--- src/lsb_stego_embed_unit_assert.svh ---
// Assertion macros shared by the LSB embedding unit.
// Each macro expands to one labelled concurrent assertion clocked on i_clk.
`ifndef LSB_STEGO_EMBED_UNIT_ASSERT_SVH
`define LSB_STEGO_EMBED_UNIT_ASSERT_SVH

// Same-cycle implication, disabled while reset is held.
`define LSE_ASSERT_NOW(label, ante, cons) \
    label: assert property (@(posedge i_clk) disable iff (!i_rst_n) (ante) |-> (cons)) \
        else $error("lse assertion failed: same-cycle check");

// Next-cycle implication, disabled while reset is held.
`define LSE_ASSERT_NEXT(label, ante, cons) \
    label: assert property (@(posedge i_clk) disable iff (!i_rst_n) (ante) |=> (cons)) \
        else $error("lse assertion failed: next-cycle check");

`endif

--- src/lse_pkg.sv ---
// Package for the LSB embedding unit: operation and result codes, control struct.
// No dependencies.
`timescale 1ns / 1ps
`default_nettype none

package lse_pkg;

    typedef enum logic [1:0] {
        OP_COVER   = 2'd0,
        OP_MESSAGE = 2'd1,
        OP_END     = 2'd2
    } t_op;

    typedef enum logic [1:0] {
        KIND_STEGO    = 2'd0,
        KIND_UNDERRUN = 2'd1,
        KIND_DROPPED  = 2'd2
    } t_kind;

    typedef struct packed {
        logic  valid;
        t_kind kind;
    } t_res_ctrl;

    localparam logic [3:0] BITS_MIN   = 4'd1;
    localparam logic [3:0] BITS_MAX   = 4'd8;
    localparam logic [3:0] BITS_RESET = 4'd1;

    // Out-of-range settings saturate to the legal span of one to eight bits.
    function automatic logic [3:0] clamp_bits(input logic [3:0] raw);
        logic [3:0] n;
        n = raw;
        if (raw < BITS_MIN) begin
            n = BITS_MIN;
        end else if (raw > BITS_MAX) begin
            n = BITS_MAX;
        end
        return n;
    endfunction

endpackage

`default_nettype wire

--- src/lse_core.sv ---
// Combinational next-state and result logic of the LSB embedding unit.
// Depends on lse_pkg.
`timescale 1ns / 1ps
`default_nettype none

module lse_core #(
    parameter  int BUF_BITS = 16,
    localparam int CW       = $clog2(BUF_BITS + 1)
) (
    input  wire logic [1:0]          i_op,
    input  wire logic [7:0]          i_byte,
    input  wire logic [3:0]          i_bits_raw,
    input  wire logic [BUF_BITS-1:0] i_buf,
    input  wire logic [CW-1:0]       i_count,
    input  wire logic                i_ended,
    output lse_pkg::t_res_ctrl       o_res,
    output logic      [7:0]          o_byte,
    output logic      [BUF_BITS-1:0] o_buf,
    output logic      [CW-1:0]       o_count,
    output logic                     o_ended
);

    logic [3:0]          n;
    logic [7:0]          mask;
    logic                have;
    logic [CW-1:0]       rem;
    logic [BUF_BITS-1:0] shifted;
    logic [BUF_BITS-1:0] kept;
    logic [7:0]          chunk_full;
    logic [7:0]          chunk_pad;
    logic                fits;

    assign n          = lse_pkg::clamp_bits(i_bits_raw);
    assign mask       = 8'((9'd1 << n) - 9'd1);
    assign have       = i_count >= CW'(n);
    assign rem        = i_count - CW'(n);
    assign shifted    = i_buf >> rem;
    assign chunk_full = shifted[7:0] & mask;
    assign kept       = i_buf & ~({BUF_BITS{1'b1}} << rem);
    // Fewer than n bits remain here, so the count fits in four bits.
    assign chunk_pad  = 8'(i_buf[7:0] << (n - i_count[3:0])) & mask;
    assign fits       = ({1'b0, i_count} + (CW+1)'(8)) <= (CW+1)'(BUF_BITS);

    always_comb begin
        o_res   = '{valid: 1'b0, kind: lse_pkg::KIND_STEGO};
        o_byte  = i_byte;
        o_buf   = i_buf;
        o_count = i_count;
        o_ended = i_ended;
        case (i_op)
            lse_pkg::OP_MESSAGE: begin
                if (i_ended || !fits) begin
                    o_res = '{valid: 1'b1, kind: lse_pkg::KIND_DROPPED};
                end else begin
                    o_buf   = {i_buf[BUF_BITS-9:0], i_byte};
                    o_count = i_count + CW'(8);
                end
            end
            lse_pkg::OP_END: begin
                o_ended = 1'b1;
            end
            lse_pkg::OP_COVER: begin
                o_res.valid = 1'b1;
                if (have) begin
                    o_byte  = (i_byte & ~mask) | chunk_full;
                    o_buf   = kept;
                    o_count = rem;
                end else if (!i_ended) begin
                    o_res.kind = lse_pkg::KIND_UNDERRUN;
                end else if (i_count != '0) begin
                    // Final partial chunk, zero padded in its low bits.
                    o_byte  = (i_byte & ~mask) | chunk_pad;
                    o_buf   = '0;
                    o_count = '0;
                end
            end
            default: begin
            end
        endcase
    end

endmodule

`default_nettype wire

--- src/lsb_stego_embed_unit.sv ---
// A result beat is registered and appears in the cycle after the input beat that causes it.
// Throughput: one input beat per cycle; the output register is refilled in the
// same cycle it is taken, so input only stalls while a result waits unaccepted.
// Reset (synchronous, active low) empties the message buffer, reopens the
// message and sets bits_per_byte to one.
// Top level of the LSB embedding unit; depends on lse_pkg, lse_core and the assert header.
`timescale 1ns / 1ps
`default_nettype none
`include "lsb_stego_embed_unit_assert.svh"

module lsb_stego_embed_unit #(
    parameter int MESSAGE_BUFFER_BITS = 16
) (
    input  wire logic       i_clk,
    input  wire logic       i_rst_n,
    input  wire logic       i_cfg_wr_en,
    input  wire logic [3:0] i_cfg_wr_data,   // bits_per_byte
    input  wire logic       s_axis_tvalid,
    output logic            s_axis_tready,
    input  wire logic [7:0] s_axis_tdata,    // [7:0] data_byte
    input  wire logic [1:0] s_axis_tuser,    // [1:0] operation
    output logic            m_axis_tvalid,
    input  wire logic       m_axis_tready,
    output logic      [7:0] m_axis_tdata,    // [7:0] out_byte
    output logic      [1:0] m_axis_tuser     // [1:0] result_kind
);

    localparam int CW = $clog2(MESSAGE_BUFFER_BITS + 1);

    logic [3:0]                     r_bits;
    logic [MESSAGE_BUFFER_BITS-1:0] r_buf;
    logic [CW-1:0]                  r_count;
    logic                           r_ended;
    logic                           r_out_valid;
    lse_pkg::t_kind                 r_out_kind;
    logic [7:0]                     r_out_byte;

    lse_pkg::t_res_ctrl             n_res;
    logic [7:0]                     n_byte;
    logic [MESSAGE_BUFFER_BITS-1:0] n_buf;
    logic [CW-1:0]                  n_count;
    logic                           n_ended;
    logic                           accept;

    assign s_axis_tready = !r_out_valid || m_axis_tready;
    assign accept        = s_axis_tvalid && s_axis_tready;
    assign m_axis_tvalid = r_out_valid;
    assign m_axis_tdata  = r_out_byte;
    assign m_axis_tuser  = r_out_kind;

    lse_core #(
        .BUF_BITS(MESSAGE_BUFFER_BITS)
    ) u_core (
        .i_op      (s_axis_tuser),
        .i_byte    (s_axis_tdata),
        .i_bits_raw(r_bits),
        .i_buf     (r_buf),
        .i_count   (r_count),
        .i_ended   (r_ended),
        .o_res     (n_res),
        .o_byte    (n_byte),
        .o_buf     (n_buf),
        .o_count   (n_count),
        .o_ended   (n_ended)
    );

    always_ff @(posedge i_clk) begin
        if (!i_rst_n) begin
            r_bits      <= lse_pkg::BITS_RESET;
            r_buf       <= '0;
            r_count     <= '0;
            r_ended     <= 1'b0;
            r_out_valid <= 1'b0;
        end else begin
            if (i_cfg_wr_en) begin
                r_bits <= i_cfg_wr_data;
            end
            if (accept) begin
                r_buf       <= n_buf;
                r_count     <= n_count;
                r_ended     <= n_ended;
                r_out_valid <= n_res.valid;
            end else if (m_axis_tready) begin
                r_out_valid <= 1'b0;
            end
        end
    end

    always_ff @(posedge i_clk) begin
        if (accept && n_res.valid) begin
            r_out_kind <= n_res.kind;
            r_out_byte <= n_byte;
        end
    end

    `LSE_ASSERT_NOW(a_count_in_range, 1'b1, r_count <= CW'(MESSAGE_BUFFER_BITS))
    `LSE_ASSERT_NOW(a_ready_when_empty, !r_out_valid, s_axis_tready)
    `LSE_ASSERT_NOW(a_underrun_only_open, r_out_valid && r_out_kind == lse_pkg::KIND_UNDERRUN, !r_ended)
    `LSE_ASSERT_NEXT(a_end_sticks, accept && s_axis_tuser == lse_pkg::OP_END, r_ended)
    `LSE_ASSERT_NEXT(a_msg_grows, accept && s_axis_tuser == lse_pkg::OP_MESSAGE && !n_res.valid, r_count == $past(r_count) + CW'(8))

endmodule

`default_nettype wire

--- config.mk ---
export PLATFORM = sky130hd
export DESIGN_NAME = lsb_stego_embed_unit
export DESIGN_NICKNAME = d
export VERILOG_FILES = /design/src/lse_pkg.sv /design/src/lse_core.sv /design/src/lsb_stego_embed_unit.sv
export VERILOG_INCLUDE_DIRS = /design/src /design/src/src
export SDC_FILE = /design/constraint.sdc
export NUM_CORES = 1
export LEC_CHECK = 0
export ABC_CLOCK_PERIOD_IN_PS = 8300
export BUFFER_PORTS_ARGS = -buffer_cell sky130_fd_sc_hd__buf_2
export CORE_AREA = 2 2 82 84
export DETAILED_ROUTE_END_ITERATION = 8
export DIE_AREA = 0 0 84 86
export PLACE_DENSITY = 0.68
export SLEW_MARGIN = 20
export SYNTH_ARGS = -nofsm -noshare
export SYNTH_HDL_FRONTEND = slang
export SYNTH_SLANG_ARGS = --single-unit
export TNS_END_PERCENT = 100
--- constraint.sdc ---
create_clock -name i_clk -period 8.3 [get_ports i_clk]
set_input_delay 0.415 -clock i_clk [delete_from_list [all_inputs] [get_ports i_clk]]
set_output_delay 0.415 -clock i_clk [all_outputs]
set_load 0.02 [all_outputs]
==> impl_metrics.py, run 1 <==
metrics = {
    "die": {
        "rows": 29,
        "initial_utilization_pct": 49.41,
        "core_region_area_um2": 6277,
        "ios": 31,
        "die_h_um": 86,
        "dieArea_um2": 7224,
        "die_x_um": 84,
    },
    "yosys": {
        "synth_top_flop_cell": "dfxtp_1",
        "syn_area_um2": 3102,
        "synth_mux_area_share_pct": 15.13,
        "synth-adder-area-share_pct": 4.921,
        "yosysUniqueCellTypes": 67,
        "synthSimpleGateAreaFrac_pct": 20.25,
        "avgSynthCellArea_um2": 8.429,
        "synth_compound_area_share_pct": 24.32,
        "synth_common_cells": "nor2_1, nand2_1, mux2i_1, dfxtp_1, a21oi_1",
        "syn_inst": 368,
        "synth-xor-area-share_pct": 2.501,
        "synth_top_family_by_area": "compound AO/OA/AOI/OAI gates",
        "syn_nets": 398,
        "yosys.cell_count.top_type": "nor2_1",
        "ys_async_sr_fraction_pct": 0,
        "ys_seq_area_share_pct": 27.11,
        "synth_top_area_cell": "dfxtp_1",
        "yosys.area.top_type_share_pct": 17.43,
        "synthTopCellsByArea": "dfxtp_1, edfxtp_1, mux2i_1, nor2_1, mux4_2",
        "yosysWarnings": 0,
        "synth_edf_count": 10,
        "synth-seq-cells": 37,
    },
    "worst_setup_path": {
        "rrSetupSlack_ps": 4710,
        "arrival_ps": 3790,
        "r2r_cells": 11,
        "r2r-start": "r_bits[2]$_SDFFE_PN0P_",
        "path_common_cell": "nor2_1",
        "crit_type": "register to register",
        "crit_path_top_delay_cell": "a311oi_2",
        "end_kind": "register",
        "crit_path_start_kind": "register",
        "crit_path_end": "r_buf[1]$_SDFFE_PN0P_",
        "crit_start": "r_bits[2]$_SDFFE_PN0P_",
        "path_cells": "nor2_1 -> nor2_1 -> nor2_1 -> ha_1 -> buf_4 -> and4_1 -> nor4_4 -> a311oi_2 -> o21a_4 -> o211ai_1 -> a32o_1",
        "rr_endpoint": "r_buf[1]$_SDFFE_PN0P_",
        "critical_path_required_ps": 8500,
        "worstPathMaxFanout": 36,
        "slowest_delay_ps": 920,
    },
    "clocking": {
        "cts_setup_buffers": 0,
        "clock_latency_ps": 300,
        "tritoncts": "done",
        "holdBufCountCts": 0,
        "cts_resized": 0,
        "clock_sinks": 37,
        "clock_path_buffers": 2,
        "htree_levels": 2,
        "root_buffer": "clkbuf_8",
        "numCtsBuffers": 5,
        "path_clk_slew_ps": 80,
    },
    "layout": {
        "area_growth_pct": 8.875,
        "multi_input_area_um2": 2086,
        "nets": 417,
        "drive_above_1_share_pct": 15.72,
        "antenna_cells": 0,
        "n_fill_cell": 584,
        "seq_area_um2": 840.8,
    },
    "status": {
        "status": "completed",
    },
    "power_and_ir_drop": {
        "pwr_density_cell_nw_per_um2": 163.6,
        "p_int_uw": 349.1,
        "power.leakage_uw": 0.001269,
        "seqPwrFrac_pct": 36.8,
        "clkPwrFrac_pct": 28.7,
        "peakVddDrop_uv": 84.40,
        "p_sw_uw": 203.2,
        "total_power_uw": 552.3,
        "p_comb_share_pct": 34.4,
        "switching_share_pct": 36.80,
    },
    "detailed_routing": {
        "vias": 3058,
        "drc": 0,
        "wire_per_inst_um": 19.88,
        "vias_per_cell": 6.576,
        "drtAntennaViolNets": 0,
        "drtIter0Drc": 296,
        "routed_wl_um": 9243,
        "dr.pass1.iters": 6,
    },
    "timing": {
        "worstMarginPinSlew_ps": 1042,
        "finalSetupTns_ps": 0,
        "finalHoldViolations": 0,
        "fmaxAchievable_mhz": 278.5,
        "slew_headroom_pct": 30.51,
        "finalCriticalPeriod_ps": 3590,
        "rsz0062_at_grt": "false",
        "setup_slack_ps": 4710,
        "skew_ps": 8.511,
        "fin_hold_ws_ps": 332.1,
        "setup_viol": 0,
        "fin_crit_sh_pct": 43.26,
        "drv_slew": 0,
    },
    "global_routing": {
        "grt_pass1_wl_um": 15100,
        "grt_max_degree": 37,
        "globalRoute.totalOverflow": 0,
        "grt_usage_pct": 26.32,
        "grt_pass1_vias": 2847,
        "antenna_found_initial": 0,
    },
    "placed_design": {
        "pre_cts_slack_ps": 4838,
        "gp_congestion": 1.027,
        "hpwl_um": 6949,
        "io_buffers": 30,
    },
    "min_path": {
        "min-delay-start": "i_cfg_wr_data[0]",
        "worstHoldPathType": "primary input to register",
        "holdPathStages": 3,
    },
    "run": {
        "cap_violations": 0,
    },
}
[area by class of cell]
class,count,area share (%)
multi-input cells,291,61.76
flip-flops and latches,37,24.90
repair buffers,34,5.335
well taps,77,2.853
clock buffers,6,2.149
inverters,18,2.001
clock inverters,2,1.000
[registers in the layout (all words and copies together) (netlist names)]
name,cells
r_buf,16
m_axis_tdata,8
m_axis_tuser,2
r_ended,1
r_bits,4
m_axis_tvalid,1
r_count,5
[logic make-up (layout without fill, tap and decap cells)]
kind of cell             Yosys count  in the layout
XOR/XNOR                           8              8
multiplexers                      39             39
adder cells (fa/ha/maj)           11             11
AND/OR/NAND/NOR                  130            130
buffers and inverters             40             60
AO/OA/AOI/OAI                    102            102
other                              1              1
flip-flops                        37             37
[metrics by stage]
stage	util (%)	cells	cell area [um^2]
floorplan	-	368	3102
global placement	52.10	457	3271
detailed placement	52.10	457	3271
CTS	53.80	465	3377
global route	53.80	465	3377
finish	53.80	465	3377
[how the worst min path moves through the flow]
stage and endpoint:
3_3_place_gp r_buf[14]$_SDFFE_PN0P_, 4_1_cts r_bits[0]$_SDFFE_PN1P_, 5_1_grt r_bits[0]$_SDFFE_PN1P_, 3_5_place_dp r_buf[14]$_SDFFE_PN0P_, 2_1_floorplan r_buf[14]$_SDFFE_PN0P_, 6_report r_bits[0]$_SDFFE_PN1P_
[worst max-delay path, delay by kind of cell, from the launching register on]
family                   cells  cell delay [ps]
AND/OR/NAND/NOR              5              680
adder cells (fa/ha/maj)      1              290
AO/OA/AOI/OAI                4             1640
flip-flops                   1              470
buffers and inverters        1              400
[cell usage in the layout, fill, tap and decap left out, drive strengths merged, types with 4 or more instances in the layout]
cell,netlist,routed
a21oi,22,22
a22oi,4,4
a311oi,6,6
a31oi,5,5
a32o,7,7
buf,12,34
clkbuf,10,6
dfxtp,27,27
edfxtp,10,10
ha,9,9
inv,18,18
mux2i,30,30
mux4,6,6
nand2,35,35
nand2b,7,7
nand3,15,15
nor2,39,39
nor3,12,12
nor4,4,4
o211ai,4,4
o21a,5,5
o21ai,16,16
o31ai,5,5
or3,5,5
xnor2,6,6
[power groups by stage]
stage | combinational [uW] | sequential (uW) | clock (uW)
after global routing | 206 | 204 | 166
after detailed placement | 185 | 207 | 0
after floorplan | 139 | 207 | 0
after global placement | 185 | 207 | 0
after CTS | 186 | 203 | 159
final | 190 | 203 | 159
[routing by layer]
metal	part of all wire, %	routed length (um)	up-vias	track usage (%)
met1	43	4009	1462	35.34
met4	3.3	308	0	9.824
li1	-	-	1407	-
met2	46	4207	161	42.69
met3	7.8	717	28	4.524
met5	0	0	-	0
(Power assumes the default switching activity.)
==> run 2, diff against run 1 <==
Settings changed: ABC_AREA set to 1, ABC_CLOCK_PERIOD_IN_PS 8300 to 3200, CORE_AREA 2 2 82 84 to 2 2 84 86, DIE_AREA 0 0 84 86 to 0 0 86 88, PLACE_DENSITY 0.68 to 0.7.
Clock period 8.3 ns to 3.2 ns, I/O delays scaled along.
==> impl_metrics.py, run 2 <==
metrics = {
    "layout": {
        "fin_util_pct": 53.41,
        "antenna_cells": 0,
        "seq_area_um2": 840.8,
        "largest_reg_flops": 16,
        "area_growth_pct": 10.74,
        "n_fill_cell": 694,
        "final_cells": 650,
        "multi_input_area_um2": 2051,
        "layout_common_cells": "nand2_1, nand3_1, a21oi_1",
        "nets": 599,
        "drive_above_1_share_pct": 11.58,
        "mostFrequentLayoutCell": "nand2_1",
        "top_register": "r_buf",
    },
    "power_and_ir_drop": {
        "peakVddDrop_uv": 323.4,
        "power.leakage_uw": 0.001641,
        "total_power_uw": 1728,
        "pwr_density_cell_nw_per_um2": 487.0,
    },
    "die": {
        "core_region_area_um2": 6644,
        "initial_utilization_pct": 48.23,
        "die_x_um": 86,
        "ios": 31,
        "die_h_um": 88,
        "dieArea_um2": 7568,
        "rows": 30,
    },
    "global_routing": {
        "grt_max_degree": 24,
        "grt_pass1_vias": 3245,
        "grt_usage_pct": 26.56,
        "antenna_found_initial": 0,
        "grt_pass1_wl_um": 15770,
        "globalRoute.totalOverflow": 0,
    },
    "yosys": {
        "syn_inst": 544,
        "yosys.area.top_type_share_pct": 23.08,
        "syn_nets": 574,
        "synth_compound_area_share_pct": 14.25,
        "synthTopCellsByArea": "nand2_1, dfxtp_1, nand3_1, edfxtp_1, a21oi_1",
        "synth-seq-cells": 37,
        "ys_async_sr_fraction_pct": 0,
        "ys_seq_area_share_pct": 26.24,
        "synth_edf_count": 10,
        "synth_common_cells": "nand2_1, nand3_1, a21oi_1, nor2_1, inv_1",
        "yosys.cell_count.top_type": "nand2_1",
        "syn_area_um2": 3204,
        "synth-adder-area-share_pct": 4.764,
        "synth-xor-area-share_pct": 0.2733,
        "synth_top_flop_cell": "dfxtp_1",
        "avgSynthCellArea_um2": 5.890,
        "yosysWarnings": 0,
        "yosysUniqueCellTypes": 37,
        "synth_top_family_by_area": "simple AND/OR/NAND/NOR gates",
        "synth_mux_area_share_pct": 0,
        "synthSimpleGateAreaFrac_pct": 44.44,
        "synth_top_area_cell": "nand2_1",
    },
    "worst_setup_path": {
        "rrSetupSlack_ps": 280,
        "worstPathMaxFanout": 8,
        "crit_path_start_kind": "register",
        "rr_endpoint": "m_axis_tdata[1]$_DFFE_PP_",
        "r2r_cells": 16,
        "crit_path_top_delay_cell": "fa_2",
        "end_kind": "register",
        "crit_type": "register to register",
        "path_cells": "nor2_2 -> inv_1 -> o22ai_1 -> ha_1 -> inv_1 -> fa_2 -> clkinvlp_4 -> buf_4 -> nand2_1 -> nand3_1 -> nand2_1 -> nand2_1 -> nand3_1 -> nand2_1 -> nand2_1 -> a21oi_1",
        "slowest_delay_ps": 620,
        "crit_path_end": "m_axis_tdata[1]$_DFFE_PP_",
        "crit_start": "r_bits[3]$_SDFFE_PN0P_",
        "critical_path_cell_count": 16,
        "r2r-start": "r_bits[3]$_SDFFE_PN0P_",
        "arrival_ps": 2970,
        "critical_path_required_ps": 3250,
        "path_common_cell": "nand2_1",
        "critPathBufInv": 4,
        "critPathTopFamily": "adder cells",
    },
    "timing": {
        "fmaxAchievable_mhz": 342.0,
        "rsz0062_at_grt": "false",
        "setup_viol": 0,
        "finalHoldViolations": 0,
        "fin_crit_sh_pct": 91.37,
        "drv_slew": 0,
        "finalCriticalPeriod_ps": 2924,
        "slew_headroom_pct": 50.38,
        "setup_slack_ps": 276.1,
        "skew_ps": 3.796,
        "worstMarginPinSlew_ps": 743.5,
        "finalSetupTns_ps": 0,
    },
    "clocking": {
        "numCtsBuffers": 5,
        "holdBufCountCts": 0,
        "clock_path_buffers": 2,
        "clock_sinks": 37,
        "root_buffer": "clkbuf_8",
        "tritoncts": "done",
        "path_clk_slew_ps": 80,
        "htree_levels": 2,
        "clock_latency_ps": 290,
    },
    "detailed_routing": {
        "drc": 0,
        "vias_per_cell": 5.712,
        "drtAntennaViolNets": 0,
        "drtIter0Drc": 396,
        "dr.pass1.iters": 5,
        "vias": 3713,
        "routed_wl_um": 10090,
        "wire_per_inst_um": 15.52,
    },
    "placed_design": {
        "pre_cts_slack_ps": 203.6,
        "hpwl_um": 7604,
        "io_buffers": 30,
        "dp.cells": 637,
        "gp_congestion": 0.9748,
    },
    "status": {
        "status": "completed",
    },
    "min_path": {
        "worstHoldPathType": "primary input to register",
        "min-delay-start": "i_cfg_wr_en",
    },
    "run": {
        "cap_violations": 0,
    },
}
-- run 2: cell count changes in the layout (fill, tap and decap cells not counted), moves of 10 or more --
cell,change
mux2i_1,-30
nand2_1,+162
a21oi_1,+25
inv_1,+25
nand3_1,+64
o21ai_0,+10
-- run 2: routing by layer --
layer / part of all wire [%] / wire length [um] / track usage (%) / up-vias
li1: - / - / - / 1833
met1: 43 / 4372 / 35.15 / 1686
met2: 47 / 4720 / 45.38 / 170
met3: 7.6 / 770 / 3.676 / 24
met4: 2.3 / 228 / 7.359 / 0
met5: 0 / 0 / 0 / -
-- run 2: kinds of logic (layout without fill, tap and decap cells) --
kind of cell / count (synthesis) / in the layout
AOI/OAI and AO/OA: 82 / 82
xor gates and xnor gates: 1 / 1
adders and majority gates: 11 / 11
buffers and inverters: 73 / 99
DFF: 37 / 37
other: 1 / 1
and+or+nand+nor: 339 / 339
-- run 2: what timing repair did --
action,CTS,global route
gates resized for setup,0,6
setup endpoints to repair,0,11
buffers inserted,0,4
-- run 2: worst register-to-register path, cell delays in order (launching register included) --
cell        delay, ps
dfxtp_1           380
nor2_2            180
inv_1             100
o22ai_1           170
ha_1              180
inv_1              60
fa_2              620
clkinvlp_4        210
buf_4             190
nand2_1            90
nand3_1            70
nand2_1            90
nand2_1            60
nand3_1            60
nand2_1            60
nand2_1            80
a21oi_1            60
-- run 2: through the flow --
step | instance area [um^2] | hold WS (ps)
detailed placement | 3373 | 391.6
finish | 3548 | 86.37
CTS | 3502 | 88.33
floorplan | 3204 | 271.6
global route | 3548 | 97.14
global placement | 3373 | 372.2
-- run 2: report_power, final --
group | switching [uW] | internal [uW] | leakage [uW]
sequential | 21.6 | 506 | 0.000312
clock | 183 | 278 | 0.0000663
combinational | 505 | 234 | 0.00126
-- run 2: worst min path at each step --
| stage | to | slack (ps) | depth (start not counted) |
|---|---|---|---|
| after CTS | r_bits[0]$_SDFFE_PN1P_ | 90 | 2 |
| after detailed placement | r_bits[0]$_SDFFE_PN1P_ | 390 | 3 |
| after global placement | r_bits[0]$_SDFFE_PN1P_ | 370 | 3 |
| after floorplan | r_bits[0]$_SDFFE_PN1P_ | 270 | 1 |
| final | r_bits[0]$_SDFFE_PN1P_ | 90 | 2 |
| after global routing | r_bits[0]$_SDFFE_PN1P_ | 100 | 2 |
-- run 2: layout make-up --
class	count	area share, %
Multi-Input combinational cell	434	57.79
Clock buffer	6	2.645
Sequential cell	37	23.70
Clock inverter	2	0.9873
Timing Repair inverter	1	0.2116
Tap cell	80	2.821
Inverter	49	5.289
Timing Repair Buffer	41	6.559
